===== config.mk =====
export PLATFORM = sky130hd
export DESIGN_NAME = mkhp_front
export DESIGN_NICKNAME = d
export VERILOG_FILES = /design/src/rtl/mkhp_pkg.sv /design/src/rtl/mkhp_front.sv
export SDC_FILE = /design/constraint.sdc
export NUM_CORES = 1
export LEC_CHECK = 0
export BUFFER_PORTS_ARGS = -buffer_cell sky130_fd_sc_hd__buf_2
export CAP_MARGIN = 5
export CORE_ASPECT_RATIO = 1.2
export CORE_MARGIN = 10
export CORE_UTILIZATION = 47
export CTS_BUF_LIST = sky130_fd_sc_hd__clkbuf_4 sky130_fd_sc_hd__clkbuf_8 sky130_fd_sc_hd__clkbuf_16
export DETAILED_ROUTE_END_ITERATION = 16
export GPL_ROUTABILITY_DRIVEN = 0
export PLACE_DENSITY_LB_ADDON = 0.3
export SLEW_MARGIN = 25
export SYNTH_ARGS = -nofsm -noshare
export SYNTH_HDL_FRONTEND = slang
export SYNTH_SLANG_ARGS = --single-unit
export TNS_END_PERCENT = 5

===== constraint.sdc =====
create_clock -name clk_i -period 4.5 [get_ports clk_i]
set_input_delay 0.9 -clock clk_i [delete_from_list [all_inputs] [get_ports clk_i]]
set_output_delay 0.9 -clock clk_i [all_outputs]
set_load 0.005 [all_outputs]

===== src/rtl/mkhp_pkg.sv =====
// ============================================================================
// mkhp_pkg
// Shared types and constants for the matrix kernel history propagator.
// ============================================================================
package mkhp_pkg;

  // Widths of the Q8.24 data path
  localparam int DATA_W    = 32;
  localparam int FRAC_BITS = 24;

  // Command codes on the command port
  localparam logic [1:0] CMD_KWR  = 2'd0;
  localparam logic [1:0] CMD_HWR  = 2'd1;
  localparam logic [1:0] CMD_CLR  = 2'd2;
  localparam logic [1:0] CMD_STEP = 2'd3;

  // Operation after classification in the front end
  typedef enum logic [2:0] {
    OP_NOP,
    OP_KWR,
    OP_HWR,
    OP_CLR,
    OP_STEP
  } op_e;

  // One queued command
  typedef struct packed {
    op_e                      op;
    logic [3:0]               tap;
    logic [1:0]               row;
    logic [1:0]               col;
    logic signed [DATA_W-1:0] re;
    logic signed [DATA_W-1:0] im;
  } item_t;

  // Back end sequencer states
  typedef enum logic [1:0] {
    ST_IDLE,
    ST_RUN,
    ST_DRAIN,
    ST_WB
  } state_e;

  // Control travelling with each product term
  typedef struct packed {
    logic vld;
    logic first;
    logic last;
  } mac_ctl_t;

  // Finished element from the accumulator
  typedef struct packed {
    logic                     vld;
    logic signed [DATA_W-1:0] re;
    logic signed [DATA_W-1:0] im;
    logic                     sat;
  } res_t;

endpackage


===== src/rtl/mkhp_front.sv =====
// ============================================================================
// mkhp_front
// Accepts commands, checks their indices and queues them for the back end.
// ============================================================================
module mkhp_front #(
  parameter int MAX_TAPS = 16,
  parameter int VEC_LEN  = 4
) (
  input  logic                            clk_i,
  input  logic                            rst_ni,
  input  logic                            start_i,
  input  logic [1:0]                      command_i,
  input  logic [3:0]                      tap_i,
  input  logic [1:0]                      row_i,
  input  logic [1:0]                      col_i,
  input  logic signed [mkhp_pkg::DATA_W-1:0] value_re_i,
  input  logic signed [mkhp_pkg::DATA_W-1:0] value_im_i,
  output logic                            busy_o,
  input  logic                            pop_i,
  output logic                            avail_o,
  output mkhp_pkg::item_t                 item_o
);

  mkhp_pkg::item_t slot_q [2];
  logic            wr_ptr_q, rd_ptr_q;
  logic [1:0]      cnt_q;
  logic            push;
  logic            ok_k, ok_h;
  mkhp_pkg::op_e   op;

  // index checks
  assign ok_k = (32'(tap_i) < MAX_TAPS) && (32'(row_i) < VEC_LEN) && (32'(col_i) < VEC_LEN);
  assign ok_h = (32'(row_i) < VEC_LEN);

  // classify
  always_comb begin
    unique case (command_i)
      mkhp_pkg::CMD_KWR: op = ok_k ? mkhp_pkg::OP_KWR : mkhp_pkg::OP_NOP;
      mkhp_pkg::CMD_HWR: op = ok_h ? mkhp_pkg::OP_HWR : mkhp_pkg::OP_NOP;
      mkhp_pkg::CMD_CLR: op = mkhp_pkg::OP_CLR;
      default:           op = mkhp_pkg::OP_STEP;
    endcase
  end

  assign busy_o  = (cnt_q == 2'd2);
  assign avail_o = (cnt_q != 2'd0);
  assign push    = start_i && !busy_o;
  assign item_o  = slot_q[rd_ptr_q];

  // queue pointers and fill count
  always_ff @(posedge clk_i or negedge rst_ni) begin
    if (!rst_ni) begin
      wr_ptr_q <= 1'b0;
      rd_ptr_q <= 1'b0;
      cnt_q    <= 2'd0;
    end else begin
      if (push) wr_ptr_q <= !wr_ptr_q;
      if (pop_i) rd_ptr_q <= !rd_ptr_q;
      if (push && !pop_i) cnt_q <= cnt_q + 2'd1;
      else if (!push && pop_i) cnt_q <= cnt_q - 2'd1;
    end
  end

  // queue payload
  always_ff @(posedge clk_i) begin
    if (push) begin
      slot_q[wr_ptr_q] <= '{op: op, tap: tap_i, row: row_i, col: col_i,
                            re: value_re_i, im: value_im_i};
    end
  end

endmodule


==> summary.md, run 1 <==
| Metric | Value |
|---|---|
| Status | finished, final reports clean |
| Leak pwr | roughly 0.003 µW |
| Final Max Slew Viols | 0 |
| Core outline area | about 12000 µm² |
| Critical Path Source | rd_ptr_q$_DFFE_PN0P_ |
| Finished Cell Area | about 7400 µm² |
| Area after DPL | about 6800 µm² |
| CP startpoint kind | register |
| Crit end category | output pin |
| Setup TNS | 0 ns |
| Final setup margin | between 1 and 1.5 ns |
| Ys Warns | 0 |
| Reg-to-reg slack, setup | around 2.3 ns |
| Min-Delay Path Class | in2async |
| Final Cycle Share | between 70% and 80% |
| Final Power | around 4900 µW |
| Initial DRT Pass Iterations | 3 |
| I/O pin count | 155 |
| GRT Util Overall | between 10% and 20% |
| WL/cell | 18.0 µm |
| RSZ-0062 raised after global routing | false |
| Sw Share | 26.0% |
| Largest net degree at the start of global routing | slightly below 60 |
| HPWL after detailed placement | about 7400 µm |
| Worst Reg-to-Reg Cells | 4 |
| Slew @ Worst Pin | approximately 0.96 ns |
| Rel. slew slack | around 36% |
| Sequential power share | 44.3% |
| Post-Synthesis Cells | 259 |
| Std-Cell Rows | 44 |
| Max Cap Violations | 0 |
| Hold Vio Cnt, Final | 0 |
| Syn Area/Cell | 22.5 µm² |
| Post CTS Setup Buffer Count | 0 |
| Yosys cell types | 16 |
| Initial DRC count | approximately 130 |
| Combinational share of power | 25.2% |
| Maximum VDD drop | 0.424 mV |
| Grt ovf | 0 |
| Final setup violation count | 0 |
| Clk buf depth | 2 |
| Int Power | between 3000 and 4000 µW |
| Vias | just under 3000 |
| Post-CTS sizing | 0 |
| # DRC | 0 |
| Final-stage net count | roughly 510 |
| Antenna violations before repair | 1 |
| Register area share after synthesis | a little under 80% |
| Crit path max fanout | 55 |
| P_sw | between 1000 and 1500 µW |
| Worst reg2reg path startpoint | cnt_q[0]$_DFFE_PN0P_ |
| Layout cell share with drive strength beyond 1 | 60.6% |
| CP Class | reg2out |
| Vias in the first global route | between 3000 and 4000 |
| Fin Clk Skew | 0.00589 ns |
| WP data required | 3.60 ns |
| Pre-CTS setup slack | about 1.7 ns |
| Post-route ant nets | 0 |
| Die footprint | between 15000 and 20000 µm² |
| H-tree depth | 4 |
| Net Count, Synth | 341 |
| Die Span Y | between 100 and 150 µm |
| Cts hold-fix bufs | 0 |
| Fin crit period | 3.17 ns |
| Register bit count reported by yosys | ~150 |
| Arrival time worst endpoint | 2.27 ns |
| Most common cell after layout, fill and taps aside | buf_2 |
| Worst flop-to-flop path endpoint | slot_q[0][19]$_DFFE_PP_ |
| Clock root cell | clkbuf_16 |
| Worst skew pair latency | 0.40 ns |
| Global-route wire length before repair | about 17000 µm |
| Diodes inserted | 0 |
| CTS tree | done |
| Clock power share | ~31% |
| PD cells | roughly 660 nW/µm² |
| Number of buffers created by CTS | 17 |
| Core Util, Final | about 61% |
| Starting Density | between 40% and 50% |
| Die width | around 120 µm |
| # port buffers | 154 |
| Drt via density | 4.78 |
| Layout area overhead | 27.5% |
| Max Freq | 316 MHz |
| Clk slew on worst S/H paths | roughly 0.06 ns |
| Most frequent cells in the layout | 154 x buf_2, 150 x edfxtp_1, 40 x mux2_4, 35 x mux2_2, 17 x clkbuf_16 |
| Final wirelength | ~11000 µm |
| Mapped cell area | about 5800 µm² |
| # clock sinks | between 150 and 200 |
[state kept, by name, summed over array words and instances, names as in the netlist]
register / cells
cnt_q: 2
slot_q: 150
wr_ptr_q: 1
rd_ptr_q: 1
[worst max-delay path: stages (launching register included)]
cell and delay [ns]:
dfrtp_4 0.98, buf_4 0.37, mux2_2 0.37, buf_2 0.13
[power by group through the flow]
| stage | clock, µW | sequential [µW] | combinational (µW) |
|---|---|---|---|
| 3_3_place_gp | 0 | 2180 | 1250 |
| 4_1_cts | 1510 | 2170 | 1270 |
| 2_1_floorplan | 0 | 2070 | 876 |
| 6_report | 1480 | 2160 | 1230 |
| 3_5_place_dp | 0 | 2190 | 1270 |
| 5_1_grt | 1580 | 2200 | 1350 |
[layout make-up]
type                    count  area [µm²]
inverters                   5        18.8
clock buffers              18         433
repair buffers            159         821
multi-input cells          92        1140
well taps                 161         201
flip-flops and latches    154        4610
clock inverters            14         195
fillers                   932        4700
[cell usage after synthesis]
cell type / instances / area (µm²)
edfxtp_1: 150 / 4500
mux2_4: 40 / 601
mux2_2: 35 / 394
inv_1: 5 / 18.8
buf_6: 4 / 45.0
dfrtp_1: 4 / 100
ha_1: 4 / 50.1
nor2_1: 4 / 15.0
buf_2: 3 / 15.0
xor2_1: 3 / 26.3
xnor2_1: 2 / 17.5
and3_1: 1 / 6.26
buf_4: 1 / 7.51
nand2_1: 1 / 3.75
nand2b_1: 1 / 6.26
or2_2: 1 / 6.26
[how the worst max path moves through the flow]
stage	end	cells after the start
3_5_place_dp	item_o[66]	3
2_1_floorplan	slot_q[0][0]$_DFFE_PP_	2
6_report	item_o[66]	3
5_1_grt	item_o[66]	3
4_1_cts	item_o[66]	3
3_3_place_gp	item_o[66]	3
[stage by stage]
stage,std cells,hold slack (ns)
finish,603,0.286
global route,603,0.261
CTS,603,0.271
detailed placement,571,0.490
global placement,571,0.473
floorplan,259,0.456
[layer usage]
layer  track usage, %  share of wire (%)  vias to the layer above
met5                0               0.12                        -
met2             21.8                 53                       93
met3             5.99                8.1                       15
met4             5.91                1.6                        2
met1             12.9                 38                     1418
li1                 -                  -                     1355
[kinds of logic after synthesis]
family / after synthesis / share of synthesized area [%]
multiplexers: 75 / 17.1
XOR/XNOR: 5 / 0.753
AND/OR/NAND/NOR: 8 / 0.645
buffers and inverters: 13 / 1.48
adder cells (fa/ha/maj): 4 / 0.860
flip-flops: 154 / 79.2
(Power assumes the default switching activity.)
==> run 2: changes to the inputs <==
- clock period: 4.5 -> 2.7 ns (I/O delays scaled with it)
==> run 2 against run 1 <==
Die area unchanged. Worst setup slack worse by 1.1 ns. Final cell count grew 0.33%. Non-clock buffer count rose by 2. Wire length is 0.16% higher. Utilization up 0.38 points. Critical path type unchanged.
==> summary.md, run 2 (synthesized netlist as in run 1, its figures left out) <==
| Metric | Value |
|---|---|
| Vias in the first global route | approximately 3300 |
| Vias | around 2900 |
| Combinational share of power | 27.0% |
| Post-route ant nets | 0 |
| Drt via density | 4.74 |
| Arrival time worst endpoint | 1.90 ns |
| Max Freq | 410 MHz |
| # clock sinks | between 150 and 200 |
| Die footprint | around 17000 µm² |
| Crit path max fanout | 29 |
| PD cells | between 1000 and 1500 nW/µm² |
| Largest reg by FF count | slot_q |
| Hold EP | slot_q[1][61]$_DFFE_PP_ |
| Die width | between 100 and 150 µm |
| Cts hold-fix bufs | 1 |
| Slew @ Worst Pin | between 0.5 and 0.6 ns |
| Clock power share | 30.3% |
| Most frequent cells in the layout | 154 x buf_2, 150 x edfxtp_1, 40 x mux2_4, 35 x mux2_2, 17 x clkbuf_16 |
| Maximum VDD drop | around 0.58 mV |
| Core outline area | roughly 12000 µm² |
| GRT Util Overall | about an eighth |
| Fin crit period | between 2 and 2.5 ns |
| HPWL after detailed placement | around 7500 µm |
| Max Cap Violations | 0 |
| Layout area overhead | 28.3% |
| Reg-to-reg slack, setup | 1.00 ns |
| Sequential power share | between 40% and 50% |
| I/O pin count | ~160 |
| Final-stage net count | around 500 |
| Worst reg2reg path startpoint | cnt_q[0]$_DFFE_PN0P_ |
| Layout cell share with drive strength beyond 1 | between 60% and 70% |
| H-tree depth | 4 |
| Hold_sp | value_re_i[29] |
| Int Power | ~6000 µW |
| WL/cell | 18.0 µm |
| Final Cycle Share | 90.3% |
| Sw Share | between 20% and 30% |
| Max reg flops | 150 |
| Grt ovf | 0 |
| Hold Vio Cnt, Final | 0 |
| Min-Delay Path Class | in2reg |
| CP startpoint kind | register |
| Antenna violations before repair | 0 |
| Post-CTS sizing | 0 |
| Leak pwr | about 0.003 µW |
| Worst flop-to-flop path endpoint | slot_q[0][14]$_DFFE_PP_ |
| CP Class | reg2out |
| Core Util, Final | about three fifths |
| # DRC | 0 |
| Fin Clk Skew | just over 0.006 ns |
| Std-Cell Rows | 44 |
| Final wirelength | about 11000 µm |
| Starting Density | between 40% and 50% |
| Setup TNS | 0 ns |
| Biggest regs | slot_q: 150 flops, cnt_q: 2 flops |
| Clk slew on worst S/H paths | 0.06 ns |
| Largest net degree at the start of global routing | 44 |
| Rel. slew slack | around three fifths |
| Worst Reg-to-Reg Cells | 4 |
| # port buffers | about 150 |
| Final Max Slew Viols | 0 |
| P_sw | roughly 2100 µW |
| Most common cell after layout, fill and taps aside | buf_2 |
| Final setup violation count | 0 |
| RSZ-0062 raised after global routing | false |
| Hold Path Cell Cnt | 1 |
| Crit end category | output pin |
| Die Span Y | about 140 µm |
| Initial DRC count | 143 |
| Status | finished, final reports clean |
| Post CTS Setup Buffer Count | 0 |
| Clk buf depth | 2 |
| CTS tree | done |
| Worst skew pair latency | between 0.4 and 0.5 ns |
| Clock root cell | clkbuf_16 |
| Number of buffers created by CTS | 17 |
| WP data required | 2.16 ns |
| Initial DRT Pass Iterations | 5 |
| Global-route wire length before repair | 16700 µm |
| Diodes inserted | 0 |
run 2: changes by cell type in the layout (fill, tap and decap cells not counted):
cell           before  now
buf_12              1    3
clkinv_1            2    0
buf_4               4    3
clkbuf_4            1    2
clkinv_2            0    1
clkinv_4            1    2
clkinvlp_4          4    3
dlygate4sd3_1       0    1
inv_6               2    3
inv_8               1    0
run 2: metal layers:
metal | track usage, % | up-vias | share of wire (%)
met3 | 5.99 | 8 | 7.9
li1 | - | 1364 | -
met1 | 12.7 | 1406 | 38
met4 | 4.90 | 0 | 1.0
met5 | 0 | - | 0
met2 | 22.2 | 91 | 53
run 2: worst max-delay path by stage:
stage	startpoint	to	slack (ns)	cells after the start
6_report	rd_ptr_q$_DFFE_PN0P_	item_o[52]	0.26	3
5_1_grt	rd_ptr_q$_DFFE_PN0P_	item_o[70]	0.18	3
3_3_place_gp	rd_ptr_q$_DFFE_PN0P_	item_o[52]	0.69	3
3_5_place_dp	rd_ptr_q$_DFFE_PN0P_	item_o[52]	0.68	3
4_1_cts	rd_ptr_q$_DFFE_PN0P_	item_o[52]	0.24	3
2_1_floorplan	cnt_q[0]$_DFFE_PN0P_	slot_q[1][0]$_DFFE_PP_	-0.07	2
run 2: area by class of cell:
type,instances,area (µm²)
Fill cell,903,4650
Tap cell,161,201
Clock inverter,13,191
Sequential cell,154,4610
Inverter,5,18.8
Clock buffer,19,440
Multi-Input combinational cell,92,1140
Timing Repair Buffer,161,863
run 2: worst max-delay path: stages (launching register included):
cell	delay, ns
dfrtp_4	0.68
buf_12	0.28
mux2_2	0.38
buf_2	0.13
run 2: per-stage QoR:
stage               instance area, µm²  worst slack [ns]  total power, µW  hold WS [ns]  cells
global placement                  6820             0.694             5770         0.348    572
finish                            7460             0.261             8180         0.317    605
CTS                               7460             0.236             8320         0.298    605
detailed placement                6820             0.679             5820         0.353    572
floorplan                         5820           -0.0748             4910         0.244    259
global route                      7460             0.184             8590         0.297    605
run 2: power groups by stage:
stage | Sequential [µW] | Clock, µW | Combinational [µW]
after floorplan | 3440 | 0 | 1460
after global placement | 3510 | 0 | 2250
after detailed placement | 3550 | 0 | 2280
after CTS | 3500 | 2530 | 2290
after global routing | 3550 | 2630 | 2410
final | 3490 | 2480 | 2210
==> run 3: changes to the inputs <==
- ABC_AREA: default -> 1
- SETUP_SLACK_MARGIN: default -> 0.5
==> run 3 against run 2 <==
Combinational power is 18% higher. Die area is 0.29% higher. Non-clock buffer count rose by 14. Clock skew increased by 0.0031 ns. Global-route usage increased by 0.71 points. Area after synthesis grew 0.34%. Via count is 5.5% higher. Flip-flop and latch count unchanged. Clock-buffer cell count decreased by 2. Maximum frequency rose by 11%.
==> summary.md, run 3 <==
| Metric | Value |
|---|---|
| Status | finished, final reports clean |
| Initial DRC count | between 100 and 150 |
| Final-stage net count | approximately 540 |
| Arrival time worst endpoint | ~1.7 ns |
| Synth area leaders | edfxtp_1 77%, mux2_4 10%, mux2_2 6.8%, dfrtp_1 1.7%, ha_1 0.86% |
| Area after DPL | just under 7000 µm² |
| Syn Area/Cell | ~22 µm² |
| Min-Delay Path Class | in2reg |
| Final Cycle Share | a little over 80% |
| Max Cap Violations | 0 |
| Clock root cell | clkbuf_16 |
| Mapped cell area | between 5000 and 6000 µm² |
| # DRC | 0 |
| Clk slew on worst S/H paths | 0.06 ns |
| Final wirelength | 11800 µm |
| Maximum VDD drop | 0.548 mV |
| Clk buf depth | 2 |
| Count leader, synth | edfxtp_1 |
| Most frequent cells in the layout | 154 x buf_2, 150 x edfxtp_1, 40 x mux2_4, 35 x mux2_2, 20 x clkbuf_16 |
| Final setup margin | ~0.50 ns |
| Vias in the first global route | 3323 |
| Top FF cell, synth | edfxtp_1 |
| GRT Util Overall | 13.4% |
| RSZ-0062 raised after global routing | true |
| Number of buffers created by CTS | 17 |
| Crit end category | output pin |
| PD cells | 1090 nW/µm² |
| Post-Synthesis Cells | 269 |
| Worst skew pair latency | between 0.4 and 0.5 ns |
| Pre-CTS setup slack | around 0.5 ns |
| HPWL after detailed placement | ~7800 µm |
| Net Count, Synth | between 300 and 400 |
| Std-Cell Rows | 44 |
| Slew @ Worst Pin | approximately 0.6 ns |
| Leak pwr | about 0.003 µW |
| Max reg flops | 150 |
| Ys Warns | 0 |
| H-tree depth | 4 |
| Yosys cell types | 16 |
| Grt ovf | 0 |
| Die footprint | between 15000 and 20000 µm² |
| Fill cells | ~900 |
| CTS tree | done |
| Post-synth top area share | slightly below 80% |
| Register area share after synthesis | between 70% and 80% |
| I/O pin count | about 160 |
| Fin crit period | between 2 and 2.5 ns |
| Layout cell share with drive strength beyond 1 | 60.1% |
| Largest reg by FF count | slot_q |
| Hold Vio Cnt, Final | 0 |
| Die Span Y | 142 µm |
| Global-route wire length before repair | around 18000 µm |
| Drt via density | about 4.8 |
| WL/cell | 18.8 µm |
| Hold slack final | between 0.3 and 0.4 ns |
| Post-route ant nets | 0 |
| Final setup violation count | 0 |
| Finished Cell Area | between 7000 and 8000 µm² |
| Setup TNS | 0 ns |
| Starting Density | around half |
| Fin Clk Skew | 0.00917 ns |
| Register bit count reported by yosys | 154 |
| # clock sinks | ~150 |
| Core outline area | between 10000 and 15000 µm² |
| Synth cell count leaders | 150 x edfxtp_1, 40 x mux2_4, 35 x mux2_2 |
| Final Max Slew Viols | 0 |
| Rel. slew slack | 59.2% |
| Biggest regs | slot_q: 150 flops, cnt_q: 2 flops |
| Number of synthesized flops with an enable pin | 150 |
| Leading area contributor after synthesis | edfxtp_1 |
| CP startpoint kind | register |
| Most common cell after layout, fill and taps aside | buf_2 |
| Max Freq | 454 MHz |
| Layout area overhead | 30.0% |
| Die width | about 120 µm |
| Antenna violations before repair | 1 |
| WP data required | around 2.2 ns |
| # port buffers | approximately 150 |
| Initial DRT Pass Iterations | 4 |
| Vias | 3026 |
| Synth async-reset ratio | under 10% |
| CP Class | reg2out |
| Largest net degree at the start of global routing | between 40 and 50 |
| Crit path max fanout | 9 |
-- run 3: cell count changes after synthesis, sizes merged --
cell / change
nand3: +1
nand2b: -1
o21ai: +1
nand2: +7
xor2: -2
nor2: +1
nand4: +1
or2: -1
xnor2: -1
inv: +5
and3: -1
-- run 3: cell families after synthesis --
family / after synthesis / synth area share (%)
compound gates: 1 / 0.0857
xor+xnor: 2 / 0.300
fa+ha+maj: 4 / 0.857
buf+inv: 18 / 1.80
flops: 154 / 78.9
mux: 75 / 17.0
simple gates: 15 / 1.03
-- run 3: area by class of cell --
| cell class | instances | area [µm²] | share of cell area [%] |
|---|---|---|---|
| sequential | 154 | 4610 | 60.7 |
| multi-input combinational | 97 | 1130 | 15.0 |
| timing repair buffer | 175 | 1040 | 13.7 |
| clock buffer | 17 | 425 | 5.61 |
| tap | 161 | 201 | 2.66 |
| clock inverter | 13 | 130 | 1.72 |
| inverter | 10 | 41.3 | 0.544 |
| antenna | 1 | 2.50 | 0.0330 |
-- run 3: routing by layer --
| layer | part of all wire (%) | global-route usage, % |
|---|---|---|
| met4 | 1.7 | 5.91 |
| met3 | 8.6 | 6.31 |
| met5 | 0 | 0 |
| met2 | 52 | 22.4 |
| met1 | 38 | 14.1 |
-- run 3: worst paths after layout --
kind / startpoint / to / slack (ns) / cells after the start
max reg2reg: cnt_q[1]$_DFFE_PN0P_ / slot_q[0][37]$_DFFE_PP_ / 0.83 / 6
max: rd_ptr_q$_DFFE_PN0P_ / item_o[15] / 0.50 / 4
min: col_i[1] / slot_q[0][65]$_DFFE_PP_ / 0.31 / 1
min reg2reg: cnt_q[1]$_DFFE_PN0P_ / cnt_q[1]$_DFFE_PN0P_ / 0.50 / 2
min in group asynchronous: rst_ni / cnt_q[0]$_DFFE_PN0P_ / 0.45 / 2
max in group asynchronous: rst_ni / rd_ptr_q$_DFFE_PN0P_ / 2.11 / 2
-- run 3: metrics by stage --
stage | power (µW) | utilization (%) | std cells
detailed placement | 5800 | 56.4 | 584
finish | 8230 | 62.6 | 628
global placement | 5740 | 56.4 | 584
global route | 8660 | 62.6 | 627
floorplan | 4880 | - | 269
CTS | 8130 | 61.5 | 620
-- run 3: where the power goes --
group / switching [µW] / total, µW / leakage, µW / internal [µW]
Combinational: 1180 / 2600 / 0.00134 / 1420
Clock: 876 / 2210 / 0.000262 / 1340
Sequential: 144 / 3410 / 0.00144 / 3270
Total: 2200 / 8230 / 0.00304 / 6030
-- run 3: worst max-delay path, cell delays in order, from the launching register on --
cell,delay (ns)
dfrtp_4,0.51
buf_6,0.15
clkbuf_16,0.17
mux2_4,0.29
buf_2,0.13
-- run 3: repair_timing --
action	CTS	global route
cloned	0	4
gates resized for setup	0	8
setup endpoints to repair	75	68
hold buffers	1	0
setup buffers	5	3
endpoints found under the hold margin	4	0
